File: src/sv/ps2h_pkg.sv
// ----------------------------------------------------------------------------
// ps2h_pkg
// Shared widths, codes and word types for the PS/2 host line controller.
// ----------------------------------------------------------------------------
`default_nettype none

package ps2h_pkg;

	// Register widths
	localparam int DELAY_WIDTH   = 16;
	localparam int TIMEOUT_WIDTH = 24;
	localparam int CNT_WIDTH     = (DELAY_WIDTH > TIMEOUT_WIDTH) ? DELAY_WIDTH : TIMEOUT_WIDTH;
	localparam int CFG_IDX_WIDTH = 3;
	// config write data spans the widest register
	localparam int CFG_DATA_WIDTH = CNT_WIDTH;

	// Register indexes
	localparam logic [CFG_IDX_WIDTH-1:0] REG_INHIBIT = 3'd0;
	localparam logic [CFG_IDX_WIDTH-1:0] REG_REQUEST = 3'd1;
	localparam logic [CFG_IDX_WIDTH-1:0] REG_RELEASE = 3'd2;
	localparam logic [CFG_IDX_WIDTH-1:0] REG_START   = 3'd3;
	localparam logic [CFG_IDX_WIDTH-1:0] REG_TIMEOUT = 3'd4;

	// Reset values
	localparam logic [DELAY_WIDTH-1:0]   INHIBIT_RST = DELAY_WIDTH'(300);
	localparam logic [DELAY_WIDTH-1:0]   REQUEST_RST = DELAY_WIDTH'(10);
	localparam logic [DELAY_WIDTH-1:0]   RELEASE_RST = DELAY_WIDTH'(50);
	localparam logic [DELAY_WIDTH-1:0]   START_RST   = DELAY_WIDTH'(5);
	localparam logic [TIMEOUT_WIDTH-1:0] TIMEOUT_RST = '0;

	// Command codes
	localparam logic [1:0] OP_TICK = 2'd0;
	localparam logic [1:0] OP_SEND = 2'd1;
	localparam logic [1:0] OP_RECV = 2'd2;

	// Stream widths
	localparam int IN_DATA_WIDTH  = 16;
	localparam int IN_USER_WIDTH  = 2;
	localparam int RES_WIDTH      = 14;
	localparam int OUT_DATA_WIDTH = 16;

	typedef struct packed {
		logic [DELAY_WIDTH-1:0]   inhibit_ticks;
		logic [DELAY_WIDTH-1:0]   request_ticks;
		logic [DELAY_WIDTH-1:0]   release_ticks;
		logic [DELAY_WIDTH-1:0]   start_ticks;
		logic [TIMEOUT_WIDTH-1:0] timeout_ticks;
	} cfg_t;

	// Result word, MSB first; clk_pull_low lands in bit 0
	typedef struct packed {
		logic       busy_res;
		logic       tx_timeout;
		logic       tx_done;
		logic       rx_done;
		logic [7:0] rx_byte;
		logic       data_pull_low;
		logic       clk_pull_low;
	} res_t;

endpackage

`default_nettype wire

File: src/sv/ps2h_cfg_regs.sv
// ----------------------------------------------------------------------------
// ps2h_cfg_regs
// Timing registers, written through a plain indexed write port.
// ----------------------------------------------------------------------------
`default_nettype none

module ps2h_cfg_regs (
	input  wire                                clk,
	input  wire                                arst_n,
	input  wire                                cfg_we,
	input  wire [ps2h_pkg::CFG_IDX_WIDTH-1:0]  cfg_addr,
	input  wire [ps2h_pkg::CFG_DATA_WIDTH-1:0] cfg_wdata,
	output ps2h_pkg::cfg_t                     cfg
);

	ps2h_pkg::cfg_t cfg_q;

	// Register writes; unknown indexes are dropped
	always_ff @(posedge clk or negedge arst_n) begin
		if (!arst_n) begin
			cfg_q.inhibit_ticks <= ps2h_pkg::INHIBIT_RST;
			cfg_q.request_ticks <= ps2h_pkg::REQUEST_RST;
			cfg_q.release_ticks <= ps2h_pkg::RELEASE_RST;
			cfg_q.start_ticks   <= ps2h_pkg::START_RST;
			cfg_q.timeout_ticks <= ps2h_pkg::TIMEOUT_RST;
		end else if (cfg_we) begin
			case (cfg_addr)
				ps2h_pkg::REG_INHIBIT: begin
					cfg_q.inhibit_ticks <= cfg_wdata[ps2h_pkg::DELAY_WIDTH-1:0];
				end
				ps2h_pkg::REG_REQUEST: begin
					cfg_q.request_ticks <= cfg_wdata[ps2h_pkg::DELAY_WIDTH-1:0];
				end
				ps2h_pkg::REG_RELEASE: begin
					cfg_q.release_ticks <= cfg_wdata[ps2h_pkg::DELAY_WIDTH-1:0];
				end
				ps2h_pkg::REG_START: begin
					cfg_q.start_ticks <= cfg_wdata[ps2h_pkg::DELAY_WIDTH-1:0];
				end
				ps2h_pkg::REG_TIMEOUT: begin
					cfg_q.timeout_ticks <= cfg_wdata[ps2h_pkg::TIMEOUT_WIDTH-1:0];
				end
				default: begin
				end
			endcase
		end
	end

	assign cfg = cfg_q;

endmodule

`default_nettype wire

File: src/sv/ps2h_core.sv
// ----------------------------------------------------------------------------
// ps2h_core
// Line sequencer: one tick per word, next state and result computed in one
// pass, result held in an output register until taken.
// ----------------------------------------------------------------------------
`default_nettype none

module ps2h_core (
	input  wire                  clk,
	input  wire                  arst_n,
	input  ps2h_pkg::cfg_t       cfg,
	input  wire                  in_valid,
	input  wire [1:0]            op,
	input  wire [7:0]            tx_byte,
	input  wire                  clk_level,
	input  wire                  data_level,
	output logic                 take,
	output logic                 out_valid,
	input  wire                  out_ready,
	output ps2h_pkg::res_t       res
);

	localparam int CW = ps2h_pkg::CNT_WIDTH;

	typedef enum logic [3:0] {
		PH_IDLE,
		PH_S_REL,
		PH_S_INH,
		PH_S_REQ,
		PH_S_WSTART,
		PH_S_BHIGH,
		PH_S_BLOW,
		PH_S_ACKDLY,
		PH_S_ACKLOW,
		PH_S_EITHER,
		PH_R_DLY,
		PH_R_SLOW,
		PH_R_SDLY,
		PH_R_SHIGH,
		PH_R_BLOW,
		PH_R_BHIGH
	} phase_t;

	phase_t          phase_q, phase_d;
	logic [CW-1:0]   wait_q, wait_d, cnt_inc;
	logic [7:0]      sr_q, sr_d;
	logic [3:0]      idx_q, idx_d;
	logic            par_q, par_d;
	logic [7:0]      rx_hold_q, rx_hold_d;
	logic            hold_low_q, hold_low_d;
	logic            out_valid_q;
	ps2h_pkg::res_t  res_q, res_d;

	logic [ps2h_pkg::DELAY_WIDTH-1:0] dly_n;
	logic            dly_hit, to_hit, wait_cond;
	logic            rx_done, tx_done, tx_to, cp, dp;

	assign take = in_valid && (!out_valid_q || out_ready);

	// Saturating tick counter and the two limit compares
	assign cnt_inc = (wait_q == {CW{1'b1}}) ? wait_q : wait_q + 1'b1;
	assign dly_hit = (dly_n == '0) || (cnt_inc >= CW'(dly_n));
	assign to_hit  = (cfg.timeout_ticks != '0) && (cnt_inc >= CW'(cfg.timeout_ticks));

	// Fixed delay length for the current phase
	always_comb begin
		case (phase_q)
			PH_S_REL, PH_S_INH:    dly_n = cfg.inhibit_ticks;
			PH_S_REQ:              dly_n = cfg.request_ticks;
			PH_S_ACKDLY, PH_R_DLY: dly_n = cfg.release_ticks;
			PH_R_SDLY:             dly_n = cfg.start_ticks;
			default:               dly_n = cfg.inhibit_ticks;
		endcase
	end

	// Condition for the bounded send waits
	always_comb begin
		case (phase_q)
			PH_S_BHIGH:  wait_cond = clk_level;
			PH_S_EITHER: wait_cond = clk_level || data_level;
			default:     wait_cond = !clk_level;
		endcase
	end

	// Next state for one tick
	always_comb begin
		phase_d    = phase_q;
		wait_d     = wait_q;
		sr_d       = sr_q;
		idx_d      = idx_q;
		par_d      = par_q;
		rx_hold_d  = rx_hold_q;
		hold_low_d = hold_low_q;
		rx_done    = 1'b0;
		tx_done    = 1'b0;
		tx_to      = 1'b0;
		if (phase_q == PH_IDLE && (op == ps2h_pkg::OP_SEND || op == ps2h_pkg::OP_RECV)) begin
			wait_d     = '0;
			idx_d      = '0;
			par_d      = 1'b1;
			hold_low_d = 1'b0;
			sr_d       = (op == ps2h_pkg::OP_SEND) ? tx_byte : 8'h00;
			phase_d    = (op == ps2h_pkg::OP_SEND) ? PH_S_REL : PH_R_DLY;
		end else begin
			case (phase_q)
				PH_IDLE: begin
				end
				// fixed delays
				PH_S_REL, PH_S_INH, PH_S_REQ, PH_S_ACKDLY, PH_R_DLY, PH_R_SDLY: begin
					if (dly_hit) begin
						wait_d = '0;
						case (phase_q)
							PH_S_REL:    phase_d = PH_S_INH;
							PH_S_INH:    phase_d = PH_S_REQ;
							PH_S_REQ:    phase_d = PH_S_WSTART;
							PH_S_ACKDLY: phase_d = PH_S_ACKLOW;
							PH_R_DLY:    phase_d = PH_R_SLOW;
							default:     phase_d = PH_R_SHIGH;
						endcase
					end else begin
						wait_d = cnt_inc;
					end
				end
				// bounded send waits
				PH_S_WSTART, PH_S_BHIGH, PH_S_BLOW, PH_S_ACKLOW, PH_S_EITHER: begin
					if (wait_cond) begin
						wait_d = '0;
						case (phase_q)
							PH_S_WSTART: phase_d = PH_S_BHIGH;
							PH_S_BHIGH:  phase_d = PH_S_BLOW;
							PH_S_BLOW: begin
								if (idx_q < 4'd8) begin
									par_d   = par_q ^ sr_q[0];
									sr_d    = {1'b0, sr_q[7:1]};
									idx_d   = idx_q + 1'b1;
									phase_d = PH_S_BHIGH;
								end else begin
									phase_d = PH_S_ACKDLY;
								end
							end
							PH_S_ACKLOW: phase_d = PH_S_EITHER;
							default: begin
								phase_d    = PH_IDLE;
								hold_low_d = 1'b1;
								tx_done    = 1'b1;
							end
						endcase
					end else if (to_hit) begin
						wait_d     = '0;
						phase_d    = PH_IDLE;
						hold_low_d = 1'b1;
						tx_to      = 1'b1;
					end else begin
						wait_d = cnt_inc;
					end
				end
				// receive: unbounded edge waits
				PH_R_SLOW: begin
					if (!clk_level) phase_d = PH_R_SDLY;
				end
				PH_R_SHIGH: begin
					if (clk_level) phase_d = PH_R_BLOW;
				end
				PH_R_BLOW: begin
					if (!clk_level) begin
						if (idx_q < 4'd8) sr_d = {data_level, sr_q[7:1]};
						idx_d   = idx_q + 1'b1;
						phase_d = PH_R_BHIGH;
					end
				end
				PH_R_BHIGH: begin
					if (clk_level) begin
						if (idx_q >= 4'd10) begin
							rx_hold_d  = sr_q;
							rx_done    = 1'b1;
							hold_low_d = 1'b1;
							phase_d    = PH_IDLE;
						end else begin
							phase_d = PH_R_BLOW;
						end
					end
				end
				default: phase_d = PH_IDLE;
			endcase
		end
	end

	// Line drives after this tick
	always_comb begin
		cp = 1'b0;
		dp = 1'b0;
		case (phase_d)
			PH_IDLE:     cp = hold_low_d;
			PH_S_INH:    cp = 1'b1;
			PH_S_REQ: begin
				cp = 1'b1;
				dp = 1'b1;
			end
			PH_S_WSTART: dp = 1'b1;
			PH_S_BHIGH, PH_S_BLOW: begin
				dp = (idx_d < 4'd8) ? ~sr_d[0] : ~par_d;
			end
			default: begin
			end
		endcase
		res_d.clk_pull_low  = cp;
		res_d.data_pull_low = dp;
		res_d.rx_byte       = rx_hold_d;
		res_d.rx_done       = rx_done;
		res_d.tx_done       = tx_done;
		res_d.tx_timeout    = tx_to;
		res_d.busy_res      = (phase_d != PH_IDLE);
	end

	// State and result register
	always_ff @(posedge clk or negedge arst_n) begin
		if (!arst_n) begin
			phase_q     <= PH_IDLE;
			wait_q      <= '0;
			sr_q        <= '0;
			idx_q       <= '0;
			par_q       <= 1'b1;
			rx_hold_q   <= '0;
			hold_low_q  <= 1'b0;
			out_valid_q <= 1'b0;
			res_q       <= '0;
		end else if (take) begin
			phase_q     <= phase_d;
			wait_q      <= wait_d;
			sr_q        <= sr_d;
			idx_q       <= idx_d;
			par_q       <= par_d;
			rx_hold_q   <= rx_hold_d;
			hold_low_q  <= hold_low_d;
			out_valid_q <= 1'b1;
			res_q       <= res_d;
		end else if (out_ready) begin
			out_valid_q <= 1'b0;
		end
	end

	assign out_valid = out_valid_q;
	assign res       = res_q;

endmodule

`default_nettype wire

File: src/sv/ps2_host_line_controller.sv
// ----------------------------------------------------------------------------
// ps2_host_line_controller
// PS/2 host: samples line levels one tick per word and drives open-drain
// pull-low controls for the clock and data lines.
// ----------------------------------------------------------------------------
// Usage:
//   Input stream: one word per sampling tick carrying the sampled clock and
//   data line levels and a command (tick, send, receive) in s_tuser. A send
//   or receive command taken while idle only starts the sequence; while busy
//   it counts as a plain tick.
//   Output stream: one word per input word with the pull-low controls, the
//   last received byte and one-word done/timeout flags plus busy.
//   Timing registers are written through cfg_we/cfg_addr/cfg_wdata; the user
//   must write them only while idle, as the block does not enforce it.
//   Path: input register, then the sequencer pass into the result register.
//   Throughput: one word per cycle while not stalled, set by the single-pass sequencer update.
//   Reset: sequencer idle, both lines released, timing registers at defaults.
//   Output stall: the result register holds; a new word still enters the
//   input register, after which s_tready drops until the result is taken.
// ----------------------------------------------------------------------------
`default_nettype none

module ps2_host_line_controller (
	input  wire                                 clk,
	input  wire                                 arst_n,
	// config write port
	input  wire                                 cfg_we,
	input  wire [ps2h_pkg::CFG_IDX_WIDTH-1:0]   cfg_addr,
	input  wire [ps2h_pkg::CFG_DATA_WIDTH-1:0]  cfg_wdata,
	// input stream
	input  wire                                 s_tvalid,
	output logic                                s_tready,
	input  wire [ps2h_pkg::IN_DATA_WIDTH-1:0]   s_tdata,   // tx_byte[7:0], clk_level, data_level
	input  wire [ps2h_pkg::IN_USER_WIDTH-1:0]   s_tuser,   // op[1:0]
	// output stream
	output logic                                m_tvalid,
	input  wire                                 m_tready,
	output logic [ps2h_pkg::OUT_DATA_WIDTH-1:0] m_tdata    // clk_pull_low, data_pull_low,
	                                                       // rx_byte[7:0], rx_done, tx_done,
	                                                       // tx_timeout, busy_res
);

	ps2h_pkg::cfg_t cfg;
	ps2h_pkg::res_t res;

	logic       valid_s1;
	logic [1:0] op_s1;
	logic [7:0] txb_s1;
	logic       clkl_s1;
	logic       datl_s1;
	logic       take;

	ps2h_cfg_regs u_cfg (
		.clk       (clk),
		.arst_n    (arst_n),
		.cfg_we    (cfg_we),
		.cfg_addr  (cfg_addr),
		.cfg_wdata (cfg_wdata),
		.cfg       (cfg)
	);

	// Input register
	assign s_tready = !valid_s1 || take;

	always_ff @(posedge clk or negedge arst_n) begin
		if (!arst_n) begin
			valid_s1 <= 1'b0;
			op_s1    <= ps2h_pkg::OP_TICK;
			txb_s1   <= '0;
			clkl_s1  <= 1'b0;
			datl_s1  <= 1'b0;
		end else if (s_tvalid && s_tready) begin
			valid_s1 <= 1'b1;
			op_s1    <= s_tuser[1:0];
			txb_s1   <= s_tdata[7:0];
			clkl_s1  <= s_tdata[8];
			datl_s1  <= s_tdata[9];
		end else if (take) begin
			valid_s1 <= 1'b0;
		end
	end

	ps2h_core u_core (
		.clk        (clk),
		.arst_n     (arst_n),
		.cfg        (cfg),
		.in_valid   (valid_s1),
		.op         (op_s1),
		.tx_byte    (txb_s1),
		.clk_level  (clkl_s1),
		.data_level (datl_s1),
		.take       (take),
		.out_valid  (m_tvalid),
		.out_ready  (m_tready),
		.res        (res)
	);

	assign m_tdata = {{(ps2h_pkg::OUT_DATA_WIDTH - ps2h_pkg::RES_WIDTH){1'b0}}, res};

endmodule

`default_nettype wire

File: config.mk
export PLATFORM = sky130hd
export DESIGN_NAME = ps2_host_line_controller
export DESIGN_NICKNAME = d
export VERILOG_FILES = /design/src/sv/ps2h_pkg.sv /design/src/sv/ps2h_cfg_regs.sv /design/src/sv/ps2h_core.sv /design/src/sv/ps2_host_line_controller.sv
export SDC_FILE = /design/constraint.sdc
export NUM_CORES = 1
export LEC_CHECK = 0
export BUFFER_PORTS_ARGS = -buffer_cell sky130_fd_sc_hd__buf_2
export CAP_MARGIN = 10
export CORE_ASPECT_RATIO = 0.7
export CORE_MARGIN = 8
export CORE_UTILIZATION = 50
export CTS_BUF_LIST = sky130_fd_sc_hd__clkbuf_16
export CTS_CLUSTER_DIAMETER = 150
export DETAILED_ROUTE_END_ITERATION = 10
export GPL_TIMING_DRIVEN = 0
export PLACE_DENSITY = 0.68
export SYNTH_ARGS = -nofsm -noshare
export SYNTH_HDL_FRONTEND = slang
export SYNTH_SLANG_ARGS = --single-unit
File: constraint.sdc
create_clock -name clk -period 13 [get_ports clk]
set_input_delay 1.95 -clock clk [delete_from_list [all_inputs] [get_ports clk]]
set_output_delay 1.95 -clock clk [all_outputs]
set_load 0.05 [all_outputs]
[Yosys cells after proc, flatten, opt, wreduce, memory -nomap -nowiden]
Cells that the tools add are included.
Storage, ports and cells
  bits in registers: 158
  output and inout bits: 18
Cells by class
  add/subtract/negate cells: 2
  $lt $le $gt $ge: 5
  equality and inequality tests: 32
  mux-type cells: 67
  bitwise logic cells: 4
  reduce and logical (&&, ||, !) cells: 37
Operators with widths (number)
  24-bit 2-to-1 mux: 5
  4-bit 2-to-1 mux: 15
  8-bit 2-to-1 mux: 7
  16-bit case mux with 3 select lines: 1
  24-bit case mux with 2 select lines: 1
  4-bit equality test (second input constant): 8
  4-bit by 3-bit equality test with 1-bit output (second input constant): 7
  1-bit 2-to-1 mux: 28
  24-bit by 1-bit adder with 24-bit output (second input constant): 1
  24-bit equality test (second input constant): 1
  24-bit by 16-bit greater-or-equal comparator with 1-bit output: 1
  24-bit greater-or-equal comparator: 1
  4-bit case mux with 6 select lines: 1
  24-bit nonzero test: 1
  4-bit case mux with 5 select lines: 1
  4-bit by 2-bit equality test with 1-bit output (second input constant): 4
  16-bit zero test: 1
  4-bit case mux with 4 select lines: 1
  8-bit case mux with 2 select lines: 1
  3-bit by 1-bit != test with 1-bit output (second input constant): 4
  2-bit AND reduction: 6
  4-bit zero test: 2
  4-bit less-than comparator (second input constant): 2
  1-bit case mux with 2 select lines: 4
  other kinds (26): 43

[Depth between registers and ports, before layout]
  depth in word-level cells: 11
  depth in mapped cells: 21
  depth with buffers taken out: 20

[Modules after synthesis]
A second synthesis with hierarchy kept.
Unflattened totals
  cells, all modules: 900
  area, all modules: 9317.7 sq um
By module, submodules not included
  ps2h_core: times used 1, cells an instance 678, area each 5355.1 sq um, sequential area each 1427.6 sq um
  ps2h_cfg_regs: times used 1, cells an instance 190, area each 3393.3 sq um, sequential area each 2215.9 sq um
  ps2_host_line_controller: times used 1, cells an instance 32, area each 569.3 sq um, sequential area each 325.3 sq um

[Worst setup path after synthesis]
Ideal clock, no wire load.
  kind: register -> register
  from: register u_core.wait_q[17]
  to: register u_core.res_q (netlist bit u_core.res[1])
  setup time: 0.080 ns
  data arrival time: 4.321 ns
  data required time: 12.920 ns
  path slack: 8.599 ns
  cell stages (with the launch flop): 19
  buffers on the path: 2
  period minus slack after synthesis: 4.401 ns
  cell sequence: dfrtp_1 > clkbuf_1 > nand4_1 > or4_1 > clkbuf_1 > nor2_1 > nor2_1 > and3_1 > xor2_1 > ha_1 > a21oi_1 > o21ai_0 > a2111oi_0 > a21oi_1 > nor3_2 > a21oi_1 > or4b_4 > maj3_2 > o211ai_2
Between the ends
  word-level cells in the longest chain between the ends: 11
Ends and longest elaborated chain
  start: declaration: line ps2h_core.sv:45  | logic [CW-1:0] wait_q, wait_d, cnt_inc;
  start signal: assignment: line ps2h_core.sv:229  | wait_q <= wait_d;
  24-bit by 1-bit adder with 24-bit output / 24-bit equality test (equally long branches): line ps2h_core.sv:61  | assign cnt_inc = (wait_q == {CW{1'b1}}) ? wait_q : wait_q + 1'b1;
  24-bit 2-to-1 mux *: line ps2h_core.sv:61
  24-bit greater-or-equal comparator: line ps2h_core.sv:63  | assign to_hit = (cfg.timeout_ticks != '0) && (cnt_inc >= CW'(cfg.timeout_ticks));
  1-bit logical AND: line ps2h_core.sv:63
  4-bit 2-to-1 mux: line ps2h_core.sv:148  | end else if (to_hit) begin
  4-bit 2-to-1 mux: line ps2h_core.sv:126  | if (wait_cond) begin
  4-bit case mux with 6 select lines *: line ps2h_core.sv:105  | case (phase_q)
  4-bit 2-to-1 mux *: line ps2h_core.sv:97  | if (phase_q == PH_IDLE && (op == ps2h_pkg::OP_SEND || op == ps2h_pkg::OP_RECV)) begin
  4-bit by 3-bit equality test with 1-bit output / 4-bit by 2-bit equality test with 1-bit output (equally long branches): line ps2h_core.sv:192  | case (phase_d)
  2-bit OR reduction, on equally long branches
  1-bit case mux with 2 select lines *: line ps2h_core.sv:192
  end signal: assignment: line ps2h_core.sv:236  | res_q <= res_d;
  end: declaration: line ps2h_core.sv:52  | ps2h_pkg::res_t res_q, res_d;
Every way passes the cells marked *; elsewhere a longest branch is shown, timed or not.
A chain may end at the register's enable or synchronous reset.

[Final worst setup path]
  from: register u_core.wait_q[16]
  to: register u_core.wait_q[4]
Between the ends
  word-level cells in the longest chain between the ends: 8
Ends and longest elaborated chain (line)
  24-bit by 1-bit adder with 24-bit output / 24-bit equality test (equally long branches): ps2h_core.sv:61
  24-bit 2-to-1 mux *: ps2h_core.sv:61
  24-bit greater-or-equal comparator: ps2h_core.sv:63
  1-bit logical AND: ps2h_core.sv:63
  24-bit 2-to-1 mux: ps2h_core.sv:148
  24-bit 2-to-1 mux: ps2h_core.sv:126
  24-bit case mux with 2 select lines *: ps2h_core.sv:105
  24-bit 2-to-1 mux *: ps2h_core.sv:97
Marks and branches as above.

==> flow_summary.yaml <==
synth:
  ys_seq_elements: 158
  synth_edf_count: 0
  ys_types: 74
  async_flop_share: 1.000
  syn_area_per_cell_um2: 10.01
  yosysSeqAreaShare: 0.4373
  synthFlopType: "dfrtp_1"
  syn-cell-area_um2: 9075
  syn_inst: 907
  ys_warn_count: 0
clock_tree:
  clock_tree.htree_level_count: 4
  cts_buffers: 17
  ctsRootBufferMaster: "clkbuf_16"
  path_clk_slew_ns: 0.06
  cts_hold_buf: 0
  cts_resized: 0
  worstSkewPairLatency_ns: 0.42
  cts_tree: "done"
  clk_path_buf_depth: 2
  clock-sinks: 158
  postCtsSetupBuffers: 0
critical_path:
  arrival_ns: 6.07
  rrSetupSlack_ns: 7.27
  path_max_fanout: 10
  r2r-end: "u_core.wait_q[4]"
  reg2reg_from: "u_core.wait_q[16]"
  critPathCaptureType: "flip-flop"
  required_ns: 13.34
  ff2ff_path_depth: 19
  worstSetupPathType: "flip-flop to flip-flop"
  start_kind: "flip-flop"
timing:
  slew_violations: 0
  fin_worst_skew_ns: 0.01006
  finalHoldViolCount: 0
  setup_viol: 0
  fmax_ghz: 0.1744
  worst_pin_slew_ns: 1.137
  fin_crit_sh: 0.4411
  rsz0062_at_grt: "false"
  setup_tns_ns: 0
  slew_headroom: 0.2404
  fin_hold_ws_ns: 0.4769
  worst_slack_ns: 7.266
  fin_crit_ns: 5.734
place:
  place_hpwl_um: 17330
  port_buffers: 58
  place_congestion: 0.9357
  place_ws_ns: 7.453
global_routing:
  antenna_found_initial: 0
  busiest_layer: "met1"
  grt-ovfl-total: 0
  track_usage: 0.2062
  grt_pass1_vias: 6795
  grt_pass1_wl_um: 37320
  met2_usage: 0.2782
  grt_max_degree: 86
  gr-usage-met3: 0.03717
  grtUsageMet1: 0.3300
floorplan:
  start_util: 0.5069
  die_area_um2: 22790
  die_y_um: 128.7
  core_um2: 17900
  ioPinCount: 68
  die_w_um: 177.0
  placementRows: 41
cells_and_area:
  seq_area_um2: 3969
  multi_input_area_um2: 4751
  final_common_cell: "dfrtp_1"
  area_growth_pct: 13.21
  final_nets: 1080
  fillers: 1577
  diodes: 0
  layout_common_cells: "dfrtp_1, nand2_1, mux2_2"
  layout-drive-gt1-share: 0.2272
worst_hold_path:
  hold_depth: 2
  holdCritStartpoint: "u_core.res[10]"
  hold_path_class: "flip-flop to flip-flop"
  whs_endpoint: "u_core.res[10]"
run_status:
  status: "finished clean"
detailed_routing:
  vias_per_cell: 5.852
  first_pass_iters: 6
  ant_nets: 0
  routedWlPerCell_um: 18.66
  via_count: 7227
  drt-total-wl_um: 23050
  drtIter0Drc: 726
  route.detailed.drc: 0
pwr:
  peakVddDrop_v: 0.0001220
  leakagePower_nw: 4.529
  powerDensity_nw_per_um2: 177.9
job:
  maxCapViolCount: 0
-- cell type report --
class	count	area share
Timing Repair Buffer	59	0.03191
Clock buffer	17	0.04141
Sequential cell	158	0.3863
Buffer	54	0.02436
Tap cell	236	0.02874
Inverter	29	0.01060
Multi-Input combinational cell	667	0.4624
Clock inverter	15	0.01425
-- where the power goes --
part	leakage (nW)	switching [mW]	internal, mW	total, mW
logic	2.29	0.424	0.267	0.691
clock network	0.274	0.210	0.282	0.491
registers	1.96	0.0572	0.588	0.646
total	4.53	0.691	1.14	1.83
-- synth_stat cells, types with 3 or more instances --
cell,count,area share
ha_1,44,0.061
inv_1,29,0.012
nor3b_1,4,0.0033
o31ai_1,3,0.0025
and2_1,6,0.0041
nand2b_1,12,0.0083
a211o_1,3,0.0029
a21oi_1,30,0.017
a31oi_1,10,0.0069
nor4_1,10,0.0069
and3_1,12,0.0083
a41oi_1,3,0.0029
or4_1,4,0.0033
nand3b_1,3,0.0025
a22o_1,16,0.015
nand4_1,16,0.011
o21ai_2,5,0.0048
o21a_1,5,0.0041
dfstp_2,12,0.035
buf_6,3,0.0037
or3_1,5,0.0034
o2bb2ai_1,29,0.028
o211ai_1,4,0.0033
nor3_1,5,0.0028
a21o_1,6,0.0050
buf_2,8,0.0044
o21ai_0,72,0.040
a211oi_1,5,0.0041
nand2_1,115,0.048
or2_2,7,0.0048
dfrtp_1,146,0.40
nor2_1,36,0.015
clkbuf_1,39,0.016
mux2_2,89,0.11
buf_4,4,0.0033
xnor2_1,11,0.011
nor2b_1,19,0.013
nand3_1,16,0.0088
and4_1,5,0.0048
a22oi_1,6,0.0050
xor2_1,11,0.011
-- stage by stage --
stage,utilization,instance area [um2],std cells,power [mW]
6_report,0.5738,10270,1235,1.828
5_1_grt,0.5738,10270,1235,1.939
4_1_cts,0.5738,10270,1235,1.825
3_5_place_dp,0.5419,9702,1203,1.329
3_3_place_gp,0.5398,9664,1202,1.315
2_1_floorplan,-,9079,908,1.134
-- how the worst max path moves through the flow --
stage                               end  slack (ns)              start  cells after the start
global placement    u_core.rx_hold_q[3]        7.51             arst_n                      1
global route           u_core.wait_q[7]        6.75  u_core.wait_q[19]                     19
detailed placement     u_core.wait_q[4]        7.45  u_core.wait_q[16]                     19
floorplan                 u_core.res[1]        8.60  u_core.wait_q[17]                     18
CTS                    u_core.wait_q[4]        7.40  u_core.wait_q[17]                     19
finish                 u_core.wait_q[4]        7.27  u_core.wait_q[16]                     19
-- critical path, cell delays in order, from the launching register on --
cell and delay (ns):
dfrtp_1 0.32, clkbuf_1 0.31, nand4_1 0.19, or4_1 0.49
clkbuf_1 0.22, nor2_1 0.23, nor2_1 0.11, and3_1 0.20
xor2_1 0.39, ha_1 0.33, a21oi_1 0.14, o21ai_0 0.15
a2111oi_0 0.46, a21oi_1 0.20, nor3_2 0.53, nand3_1 0.21
a211oi_1 0.56, buf_2 0.32, o21ai_0 0.11, a31oi_1 0.17
-- metal layers --
| layer | share of wire | wire length (um) | up-vias |
|---|---|---|---|
| met2 | 0.41 | 9379 | 228 |
| met5 | 0 | 0 | - |
| met3 | 0.070 | 1605 | 16 |
| met1 | 0.52 | 11900 | 3524 |
| li1 | - | - | 3459 |
| met4 | 0.0072 | 165 | 0 |
-- flip-flops by register name (all words and copies together) (netlist names) --
register,cells
u_cfg.cfg,88
u_core.wait_q,24
txb_s1,8
u_core.rx_hold_q,8
u_core.sr_q,8
u_core.res,6
u_core.idx_q,4
u_core.phase_q,4
op_s1,2
clkl_s1,1
datl_s1,1
u_core.hold_low_q,1
u_core.out_valid,1
u_core.par_q,1
valid_s1,1
-- kinds of logic after synthesis --
group	after synthesis	share of synthesized area
xor+xnor	22	0.02123
simple gates	284	0.1575
fa+ha+maj	45	0.06191
other cells	1	0.0004132
mux	91	0.1126
flops	158	0.4373
compound gates	223	0.1694
buf+inv	83	0.03957
(Power assumes the default switching activity.)
